--- config.mk ---
export PLATFORM = sky130hd
export DESIGN_NAME = staged_table_commit_engine_top
export DESIGN_NICKNAME = d
export VERILOG_FILES = /design/src/stce_pkg.sv /design/src/stce_ram.sv /design/src/staged_table_commit_engine_top.sv
export SDC_FILE = /design/constraint.sdc
export NUM_CORES = 2
export LEC_CHECK = 0
export BUFFER_PORTS_ARGS = -buffer_cell sky130_fd_sc_hd__buf_2
export CAP_MARGIN = 5
export CORE_MARGIN = 2
export CORE_UTILIZATION = 67
export CTS_CLUSTER_DIAMETER = 40
export DETAILED_ROUTE_END_ITERATION = 7
export MAX_ROUTING_LAYER = met4
export PLACE_DENSITY = 0.82
export REMOVE_ABC_BUFFERS = 1
export SYNTH_ARGS = -nofsm -noshare
export SYNTH_HDL_FRONTEND = slang
export SYNTH_SLANG_ARGS = --single-unit
--- constraint.sdc ---
create_clock -name clk -period 9.5 [get_ports clk]
set_input_delay 0.475 -clock clk [delete_from_list [all_inputs] [get_ports clk]]
set_output_delay 0.475 -clock clk [all_outputs]
set_load 0.02 [all_outputs]
--- src/stce_pkg.sv ---
// Shared types and constants for the staged table commit engine.
// No dependencies; used by the top level.
package stce_pkg;

    localparam int DEF_ENTRIES = 64;
    localparam int DEF_PORTS   = 4;

    localparam int BYTE_W      = 8;
    localparam int ENTRY_W     = 7 * BYTE_W;
    localparam int PORT_W      = 3;
    localparam int IDX_OUT_W   = 6;
    localparam int IN_DATA_W   = 11 * BYTE_W;
    localparam int OUT_DATA_W  = 80;
    localparam int OUT_PAD_W   = OUT_DATA_W - ENTRY_W - IDX_OUT_W - BYTE_W - PORT_W;

    typedef enum logic [1:0] {
        CMD_BEGIN  = 2'd0,
        CMD_SET    = 2'd1,
        CMD_COMMIT = 2'd2,
        CMD_CANCEL = 2'd3
    } cmd_t;

    typedef enum logic [1:0] {
        STAT_IDLE  = 2'd0,
        STAT_OK    = 2'd1,
        STAT_ERROR = 2'd2
    } status_t;

    typedef enum logic [2:0] {
        CODE_IDLE    = 3'd0,
        CODE_OK      = 3'd1,
        CODE_ERROR   = 3'd2,
        CODE_ENTRY   = 3'd3,
        CODE_REFUSED = 3'd4
    } code_t;

endpackage

--- src/stce_ram.sv ---
// Generic single-write, single-read RAM with registered read data.
// No dependencies; contents are not reset.
module stce_ram #(
    parameter int WIDTH = 8,
    parameter int DEPTH = 64,
    localparam int AW   = (DEPTH > 1) ? $clog2(DEPTH) : 1
) (
    input  logic             clk,
    input  logic             we,
    input  logic [AW-1:0]    waddr,
    input  logic [WIDTH-1:0] wdata,
    input  logic [AW-1:0]    raddr,
    output logic [WIDTH-1:0] rdata
);

    logic [WIDTH-1:0] mem [DEPTH];
    logic [WIDTH-1:0] rdata_reg;

    always_ff @(posedge clk)
    begin
        if (we)
        begin
            mem[waddr] <= wdata;
        end
        rdata_reg <= mem[raddr];
    end

    assign rdata = rdata_reg;

endmodule

--- src/staged_table_commit_engine_top.sv ---
// Staged table commit engine: the result of a begin, set, cancel, refused-size or zero-count commit
// is registered and appears in the cycle after acceptance; one such command per cycle while the
// output drains. A commit walks the arrived bitmap with a shared index counter and compare, one
// entry per cycle, then emits each entry by a RAM fetch, a load and a wait for the sink to take it.
// Reset (rst_n, asynchronous, active low) clears status, port, scope, arrived bitmap and
// handshake state at once; the entry RAM is not cleared. Depends on stce_pkg and stce_ram.
module staged_table_commit_engine_top #(
    parameter int ENTRIES = stce_pkg::DEF_ENTRIES,
    parameter int PORTS   = stce_pkg::DEF_PORTS
) (
    input  logic                            clk,
    input  logic                            rst_n,
    // Input transactions
    input  logic                            s_tvalid,
    output logic                            s_tready,
    // tdata from bit 0 up: target_port, entry_slot, source_button, dest_button, dest_device,
    // percent_max, percent_threshold, percent_deadzone, turbo_mode, commit_count, commit_scope
    input  logic [stce_pkg::IN_DATA_W-1:0]  s_tdata,
    // tuser: command
    input  logic [1:0]                      s_tuser,
    // Result transactions
    output logic                            m_tvalid,
    input  logic                            m_tready,
    // tdata from bit 0 up: port_out, scope_out, index_out, src_out, dst_out, dev_out,
    // max_out, thresh_out, dead_out, turbo_out, zero pad
    output logic [stce_pkg::OUT_DATA_W-1:0] m_tdata,
    // tuser: code
    output logic [2:0]                      m_tuser,
    // tlast: last
    output logic                            m_tlast
);

    localparam int IDX_W = (ENTRIES > 1) ? $clog2(ENTRIES) : 1;
    localparam int CNT_W = $clog2(ENTRIES + 1);
    localparam int BW    = stce_pkg::BYTE_W;

    // One-hot sequencer: idle, bitmap scan, RAM read, load result, wait for the sink
    typedef enum logic [4:0] {
        S_IDLE  = 5'b00001,
        S_SCAN  = 5'b00010,
        S_FETCH = 5'b00100,
        S_LOAD  = 5'b01000,
        S_WAIT  = 5'b10000
    } state_t;

    state_t                       state_reg, state_next;
    stce_pkg::status_t            status_reg, status_next;
    logic [stce_pkg::PORT_W-1:0]  port_reg, port_next;
    logic [BW-1:0]                scope_reg, scope_next;
    logic [ENTRIES-1:0]           arrived_reg, arrived_next;
    logic [CNT_W-1:0]             cnt_reg, cnt_next;
    logic [CNT_W-1:0]             count_reg, count_next;

    // Output register: parts the sink from the sequencer
    logic                         out_valid_reg, out_valid_next;
    stce_pkg::code_t              out_code_reg, out_code_next;
    logic [stce_pkg::PORT_W-1:0]  out_port_reg, out_port_next;
    logic [BW-1:0]                out_scope_reg, out_scope_next;
    logic [stce_pkg::IDX_OUT_W-1:0] out_index_reg, out_index_next;
    logic [stce_pkg::ENTRY_W-1:0] out_entry_reg, out_entry_next;
    logic                         out_last_reg, out_last_next;

    logic                         accept;
    logic                         load_status;
    stce_pkg::cmd_t               cmd;
    logic [BW-1:0]                in_port;
    logic [BW-1:0]                in_slot;
    logic [BW-1:0]                in_count;
    logic [BW-1:0]                in_scope;
    logic [stce_pkg::ENTRY_W-1:0] in_entry;
    logic [IDX_W-1:0]             slot_idx;
    logic [IDX_W-1:0]             cnt_idx;
    logic [CNT_W-1:0]             cnt_inc;
    logic                         cnt_at_end;
    logic                         ram_we;
    logic [stce_pkg::ENTRY_W-1:0] ram_q;

    // Unpack the input transaction
    assign cmd      = stce_pkg::cmd_t'(s_tuser);
    assign in_port  = s_tdata[BW-1:0];
    assign in_slot  = s_tdata[2*BW-1:BW];
    assign in_entry = s_tdata[9*BW-1:2*BW];
    assign in_count = s_tdata[10*BW-1:9*BW];
    assign in_scope = s_tdata[11*BW-1:10*BW];
    assign slot_idx = in_slot[IDX_W-1:0];

    // Shared index unit: one counter and one end compare serve both scan and emit
    assign cnt_idx    = cnt_reg[IDX_W-1:0];
    assign cnt_inc    = cnt_reg + CNT_W'(1);
    assign cnt_at_end = (cnt_inc == count_reg);

    // Take a command only when idle and the output register is free or draining
    assign s_tready = (state_reg == S_IDLE) && (!out_valid_reg || m_tready);
    assign accept   = s_tvalid && s_tready;

    stce_ram #(
        .WIDTH (stce_pkg::ENTRY_W),
        .DEPTH (ENTRIES)
    ) u_entry_ram (
        .clk   (clk),
        .we    (ram_we),
        .waddr (slot_idx),
        .wdata (in_entry),
        .raddr (cnt_idx),
        .rdata (ram_q)
    );

    always_comb
    begin
        state_next     = state_reg;
        status_next    = status_reg;
        port_next      = port_reg;
        scope_next     = scope_reg;
        arrived_next   = arrived_reg;
        cnt_next       = cnt_reg;
        count_next     = count_reg;
        out_code_next  = out_code_reg;
        out_port_next  = out_port_reg;
        out_scope_next = out_scope_reg;
        out_index_next = out_index_reg;
        out_entry_next = out_entry_reg;
        out_last_next  = out_last_reg;
        out_valid_next = m_tready ? 1'b0 : out_valid_reg;
        load_status    = 1'b0;
        ram_we         = 1'b0;

        unique case (state_reg)
            S_IDLE:
            begin
                if (accept)
                begin
                    unique case (cmd)
                        stce_pkg::CMD_BEGIN:
                        begin
                            if (in_port < BW'(PORTS))
                            begin
                                port_next    = in_port[stce_pkg::PORT_W-1:0];
                                arrived_next = '0;
                                status_next  = stce_pkg::STAT_IDLE;
                            end
                            load_status = 1'b1;
                        end
                        stce_pkg::CMD_SET:
                        begin
                            if (in_slot < BW'(ENTRIES))
                            begin
                                ram_we                 = 1'b1;
                                arrived_next[slot_idx] = 1'b1;
                            end
                            load_status = 1'b1;
                        end
                        stce_pkg::CMD_COMMIT:
                        begin
                            if ({1'b0, in_count} <= (BW + 1)'(ENTRIES))
                            begin
                                scope_next = in_scope;
                                count_next = CNT_W'(in_count);
                                cnt_next   = '0;
                                if (in_count == '0)
                                begin
                                    status_next = stce_pkg::STAT_OK;
                                    load_status = 1'b1;
                                end
                                else
                                begin
                                    state_next = S_SCAN;
                                end
                            end
                            else
                            begin
                                load_status = 1'b1;
                            end
                        end
                        stce_pkg::CMD_CANCEL:
                        begin
                            status_next = stce_pkg::STAT_IDLE;
                            load_status = 1'b1;
                        end
                        default:
                        begin
                            load_status = 1'b1;
                        end
                    endcase
                end
            end
            S_SCAN:
            begin
                // Check one arrived bit per cycle; stop at the first hole
                if (!arrived_reg[cnt_idx])
                begin
                    status_next    = stce_pkg::STAT_ERROR;
                    out_valid_next = 1'b1;
                    out_code_next  = stce_pkg::CODE_REFUSED;
                    out_port_next  = port_reg;
                    out_scope_next = scope_reg;
                    out_index_next = stce_pkg::IDX_OUT_W'(cnt_reg);
                    out_entry_next = '0;
                    out_last_next  = 1'b1;
                    state_next     = S_IDLE;
                end
                else if (cnt_at_end)
                begin
                    status_next = stce_pkg::STAT_OK;
                    cnt_next    = '0;
                    state_next  = S_FETCH;
                end
                else
                begin
                    cnt_next = cnt_inc;
                end
            end
            S_FETCH:
            begin
                // RAM read address follows the counter; data lands next cycle
                state_next = S_LOAD;
            end
            S_LOAD:
            begin
                out_valid_next = 1'b1;
                out_code_next  = stce_pkg::CODE_ENTRY;
                out_port_next  = port_reg;
                out_scope_next = scope_reg;
                out_index_next = stce_pkg::IDX_OUT_W'(cnt_reg);
                out_entry_next = ram_q;
                out_last_next  = cnt_at_end;
                state_next     = S_WAIT;
            end
            S_WAIT:
            begin
                // Hold until the sink takes the entry, then advance or finish
                if (m_tready)
                begin
                    if (out_last_reg)
                    begin
                        state_next = S_IDLE;
                    end
                    else
                    begin
                        cnt_next   = cnt_inc;
                        state_next = S_FETCH;
                    end
                end
            end
            default:
            begin
                state_next = S_IDLE;
            end
        endcase

        // Status result reflects the state after this command's update
        if (load_status)
        begin
            out_valid_next = 1'b1;
            out_code_next  = stce_pkg::code_t'({1'b0, status_next});
            out_port_next  = port_next;
            out_scope_next = scope_next;
            out_index_next = '0;
            out_entry_next = '0;
            out_last_next  = 1'b1;
        end
    end

    always_ff @(posedge clk or negedge rst_n)
    begin
        if (!rst_n)
        begin
            state_reg     <= S_IDLE;
            status_reg    <= stce_pkg::STAT_IDLE;
            port_reg      <= '0;
            scope_reg     <= '0;
            arrived_reg   <= '0;
            cnt_reg       <= '0;
            count_reg     <= '0;
            out_valid_reg <= 1'b0;
        end
        else
        begin
            state_reg     <= state_next;
            status_reg    <= status_next;
            port_reg      <= port_next;
            scope_reg     <= scope_next;
            arrived_reg   <= arrived_next;
            cnt_reg       <= cnt_next;
            count_reg     <= count_next;
            out_valid_reg <= out_valid_next;
        end
    end

    // Result payload: no reset needed
    always_ff @(posedge clk)
    begin
        out_code_reg  <= out_code_next;
        out_port_reg  <= out_port_next;
        out_scope_reg <= out_scope_next;
        out_index_reg <= out_index_next;
        out_entry_reg <= out_entry_next;
        out_last_reg  <= out_last_next;
    end

    assign m_tvalid = out_valid_reg;
    assign m_tuser  = out_code_reg;
    assign m_tlast  = out_last_reg;
    assign m_tdata  = {{stce_pkg::OUT_PAD_W{1'b0}}, out_entry_reg, out_index_reg,
                       out_scope_reg, out_port_reg};

    // Sequencer stays one-hot through reset and operation
    a_state_onehot: assert property (@(posedge clk) disable iff (!rst_n)
        $onehot(state_reg))
        else $error("sequencer state not one-hot");

    // The output register is empty whenever the bitmap scan runs
    a_scan_out_empty: assert property (@(posedge clk) disable iff (!rst_n)
        (state_reg == S_SCAN) |-> !out_valid_reg)
        else $error("scan running while a result is pending");

    // Only entries that have arrived are ever loaded for emission
    a_load_arrived: assert property (@(posedge clk) disable iff (!rst_n)
        (state_reg == S_LOAD) |-> arrived_reg[cnt_idx])
        else $error("emitting an entry that never arrived");

    // A refusal leaves the status at error
    a_refuse_status: assert property (@(posedge clk) disable iff (!rst_n)
        (out_valid_reg && out_code_reg == stce_pkg::CODE_REFUSED)
        |-> status_reg == stce_pkg::STAT_ERROR)
        else $error("refusal without error status");

    // Only committed entries may be non-final results
    a_nonlast_entry: assert property (@(posedge clk) disable iff (!rst_n)
        (out_valid_reg && !out_last_reg) |-> out_code_reg == stce_pkg::CODE_ENTRY)
        else $error("non-final result that is not an entry");

endmodule
==> results by stage <==
Status:
- The flow ran to the end, but the final reports show violations.
- The final reports fail on max-capacitance violations, max-slew violations.

Route:
- After detailed routing, the total wire length is 451 mm.
- The detailed-routing iteration count for the pre-antenna-repair pass is 8.
- The wire length per cell is 47.5 um.
- In this run, the number of DRC markers left after iteration 0 of detailed routing was 14.7k.
- The number of routed nets with antenna violations is 0.
- The total DRC errors in the routed layout is 0.
- The routed layout has 76.0k vias.
- The via count normalized by instance count is 8.02.

Synthesis:
- Of the total synthesized cell area, the portion taken by AND, OR, NAND and NOR gates is 0.00681.
- The area of the mapped netlist is 0.144 mm^2.
- The mean instance size in the synthesized netlist is 24.9 um^2.
- Of the post-synthesis cell area, the part taken by muxes is 0.188.
- By area, the combinational part of the netlist is dominated by multiplexers.
- The number of flops mapped to enable cells by yosys is 3597.
- The most used flip-flop cell after synthesis is sky130_fd_sc_hd__edfxtp_1.
- Of the total synthesized cell area, the portion taken by full adders, half adders and majority gates is 0.0000869.
- The Yosys warning count is 0.
- Of the total synthesized cell area, the portion taken by XOR and XNOR cells is 0.000608.
- The synthesized netlist contains 60 unique library cells.
- The post-synthesis compound-gate area fraction was 0.0107.
- The part of the Yosys area used for sequential elements is 0.784.
- The register bit count reported by yosys is 3814.
- The proportion of synthesized flip-flops having asynchronous set or reset is 0.0254.
- In the synthesized netlist, the number of instances is 5785.

Global route:
- For this run, the total global-route usage over all layers was measured as 0.432.
- The total congestion overflow after global routing is 0.
- Entering global routing, the biggest net connects 136 pins.
- The via count of the first global-routing pass is 76.5k.
- The global-route wire length before repair is 617 mm.
- The initial antenna violation count is 25.

Clock network:
- The maximum clock insertion buffer count is 4.
- The clock root buffer is sky130_fd_sc_hd__clkbuf_16.
- TritonCTS built the clock tree.
- The number of buffers created by CTS is 435.
- The level count of the clock H-tree is 5.
- The clock transition at the registers of the reported paths is 0.07 ns.
- The clock net in this run drives a total of 3814 sinks.
- At the later pin of the worst-skew pair, clock insertion delay measures 1.05 ns.
- In this run the post-CTS setup repair buffer count came out at 0.

STA:
- The final-report setup violation count is 0.
- The number of max-slew violations in the final report is 2.
- The post-route worst setup slack is 3.54 ns.
- The tightest slew margin relative to the limit is -0.0101.
- The final number of hold-violating endpoints is 0.
- Subtracting the final worst setup slack from the clock period gives 5.96 ns.
- The slew of the pin with the lowest slew margin is 1.51 ns.
- Clock skew on the completed layout was measured at 0.0973 ns.
- The portion of the clock cycle consumed by the worst path in the final layout is 0.627.
- The maximum frequency from static timing analysis is 168 MHz.
- Setup repair after global routing left no endpoint under its margin.

Die:
- The die covers 0.219 mm^2.
- The total number of placement rows is 170.
- Measured along the x axis, the die boundary spans 468 um.
- For this configuration, the core starts out at a cell density of 0.672.
- The number of I/O pins is 180.
- The die is 468 um tall.
- The area of the placeable core is 0.214 mm^2.

Placed design:
- At the end of routability-driven placement, the weighted congestion stood at 0.811.
- After detailed placement, the total cell area comes to 0.149 mm^2.
- At the placement stage, the worst setup path has a slack of 4.08 ns.
- The number of buffer cells added on primary ports is 172.
- Once detailed placement completed, the half-perimeter wirelength came to 195 mm.

Min path:
- The path type of the worst min-delay path is input pin to register.
- The number of instances on the worst hold path is 1.

Critical path:
- The endpoint type of the worst setup path is a register.
- The length in cells of the worst reg-to-reg path is 8.
- The setup path with the least slack is of type register to register.
- Data on the critical path is required at its endpoint by 10.09 ns.
- In this run the worst path has a maximum fanout of 42.
- At the worst endpoint, the arrival time is 6.55 ns.
- STA classifies the critical path startpoint as a register.

Finish:
- In the final layout, the share of cells above drive strength 1 is 0.354.
- The final design instance area without fill is 0.164 mm^2.
- The number of nets in the final layout is 6347.
- The layout overhead on the synthesized area is 14.1%.
- The number of flip-flops under the largest register name is 3584.

Power and ir drop:
- The power dissipated by switching net loads is 10100 uW.
- Across the VDD grid, the largest voltage drop is 0.238 mV.
- The share of total power dissipated in sequential elements is 0.452.
- The internal power consumption is 31100 uW.
- The combinational share of power is 0.111.
- In this run the power density over the cells is 251 mW/mm^2.
- The analysis attributes to cell leakage a power of 0.0514 uW.
- Of the total power, the share spent switching nets is 0.245.
- Of the total power, the clock network draws 0.436.

Flow run:
- Across the run, the number of max-cap violations was 1.
[metal layers]
| layer | vias up | global-route usage | wire length (um) |
|---|---|---|---|
| met1 | 39200 | 0.527 | 135000 |
| met3 | 1958 | 0.131 | 66000 |
| met4 | 0 | 0.260 | 32900 |
| met5 | - | - | 0 |
| met2 | 8775 | 0.644 | 216000 |
| li1 | 26100 | - | - |
[cell usage in the layout (no fill, tap or decap), types with 29 or more instances in the layout]
cell type	Yosys	final
sky130_fd_sc_hd__buf_4	25	124
sky130_fd_sc_hd__nand2_1	45	44
sky130_fd_sc_hd__o21a_1	67	67
sky130_fd_sc_hd__dfrtp_1	96	91
sky130_fd_sc_hd__mux4_2	1171	1171
sky130_fd_sc_hd__clkbuf_16	0	441
sky130_fd_sc_hd__clkinv_4	0	43
sky130_fd_sc_hd__diode_2	0	29
sky130_fd_sc_hd__mux2_2	40	40
sky130_fd_sc_hd__clkinv_2	0	40
sky130_fd_sc_hd__bufinv_16	0	59
sky130_fd_sc_hd__edfxtp_1	3597	3597
sky130_fd_sc_hd__clkinvlp_4	0	50
sky130_fd_sc_hd__nor2_4	0	64
sky130_fd_sc_hd__a22o_1	60	60
sky130_fd_sc_hd__inv_6	0	40
sky130_fd_sc_hd__dfxtp_1	120	120
sky130_fd_sc_hd__buf_2	99	171
sky130_fd_sc_hd__clkbuf_1	152	51
[cell families after synthesis]
| group | after synthesis |
|---|---|
| flops | 3814 |
| mux | 1229 |
| xor+xnor | 10 |
| fa+ha+maj | 1 |
| buf+inv | 325 |
| simple gates | 204 |
| other cells | 1 |
| compound gates | 201 |
[repair_timing]
item	CTS	global route
hold endpoints to repair	59	0
gates resized for setup	0	0
hold buffers	26	0
[metrics by stage]
step / setup TNS, ns / hold slack, ns / instances / util / power (uW)
global placement: 0 / 0.412 / 8625 / 0.694 / 23200
finish: 0 / 0.0741 / 9481 / 0.767 / 41200
CTS: 0 / 0.0139 / 9450 / 0.766 / 41100
floorplan: -4197.46 / 0.179 / 5476 / - / 25700
detailed placement: 0 / 0.421 / 8625 / 0.694 / 23300
global route: 0 / 0.0765 / 9475 / 0.767 / 41900
[synth_stat cells (5+ instances only)]
library cell | n | area (um^2)
sky130_fd_sc_hd__nand2_1 | 45 | 169
sky130_fd_sc_hd__nand3_1 | 11 | 55.1
sky130_fd_sc_hd__a211oi_1 | 9 | 67.6
sky130_fd_sc_hd__mux4_2 | 1171 | 26400
sky130_fd_sc_hd__o31ai_1 | 6 | 45.0
sky130_fd_sc_hd__o21ai_0 | 20 | 100
sky130_fd_sc_hd__buf_2 | 99 | 495
sky130_fd_sc_hd__clkbuf_1 | 152 | 571
sky130_fd_sc_hd__a31oi_1 | 9 | 56.3
sky130_fd_sc_hd__dfrtp_1 | 96 | 2400
sky130_fd_sc_hd__a21oi_1 | 6 | 30.0
sky130_fd_sc_hd__buf_4 | 25 | 188
sky130_fd_sc_hd__nor2_1 | 86 | 323
sky130_fd_sc_hd__inv_1 | 9 | 33.8
sky130_fd_sc_hd__nand3b_1 | 5 | 37.5
sky130_fd_sc_hd__a22oi_1 | 5 | 37.5
sky130_fd_sc_hd__o21a_1 | 67 | 503
sky130_fd_sc_hd__nor3_1 | 8 | 40.0
sky130_fd_sc_hd__a22o_1 | 60 | 526
sky130_fd_sc_hd__mux2_2 | 40 | 450
sky130_fd_sc_hd__dfxtp_1 | 120 | 2400
sky130_fd_sc_hd__buf_6 | 10 | 113
sky130_fd_sc_hd__edfxtp_1 | 3597 | 108000
sky130_fd_sc_hd__buf_1 | 29 | 109
sky130_fd_sc_hd__xnor2_1 | 6 | 52.6
sky130_fd_sc_hd__mux2i_1 | 18 | 180
sky130_fd_sc_hd__nor2b_1 | 16 | 100
[worst max-delay path: stages (launching register included)]
cell	delay, ns
sky130_fd_sc_hd__dfrtp_1	0.42
sky130_fd_sc_hd__nor2_1	0.21
sky130_fd_sc_hd__nand3_1	0.19
sky130_fd_sc_hd__or2_2	0.44
sky130_fd_sc_hd__nor3_1	0.95
sky130_fd_sc_hd__buf_4	0.28
sky130_fd_sc_hd__nand3_1	0.75
sky130_fd_sc_hd__nor2_4	1.15
sky130_fd_sc_hd__buf_4	1.07
[power by group through the flow]
stage / logic (uW) / clock network, uW / registers, uW
final: 4580 / 18000 / 18700
after global routing: 4710 / 18500 / 18700
after CTS: 4520 / 18000 / 18700
after detailed placement: 4300 / 0 / 19000
after global placement: 4160 / 0 / 19000
after floorplan: 6320 / 0 / 19400
[worst paths after layout]
kind                                  startpoint                 endpoint  slack, ns
max in group asynchronous                  rst_n               cnt_reg[0]       7.80
min                                  s_tdata[29]  u_entry_ram.mem[10][13]       0.07
min in group asynchronous                  rst_n             state_reg[0]       0.59
max                                 state_reg[4]  u_entry_ram.mem[49][11]       3.54
max reg2reg                         state_reg[4]  u_entry_ram.mem[49][11]       3.54
min reg2reg                u_entry_ram.rdata[26]        out_entry_reg[26]       0.46
[cell type report]
class | instances | area, um^2
inverters | 10 | 45.0
flip-flops and latches | 3814 | 113000
fillers | 9378 | 50000
multi-input cells | 1652 | 30100
clock buffers | 518 | 11600
well taps | 2838 | 3550
diodes | 29 | 72.6
repair buffers | 339 | 2420
clock inverters | 281 | 3540
(Power assumes the default switching activity.)
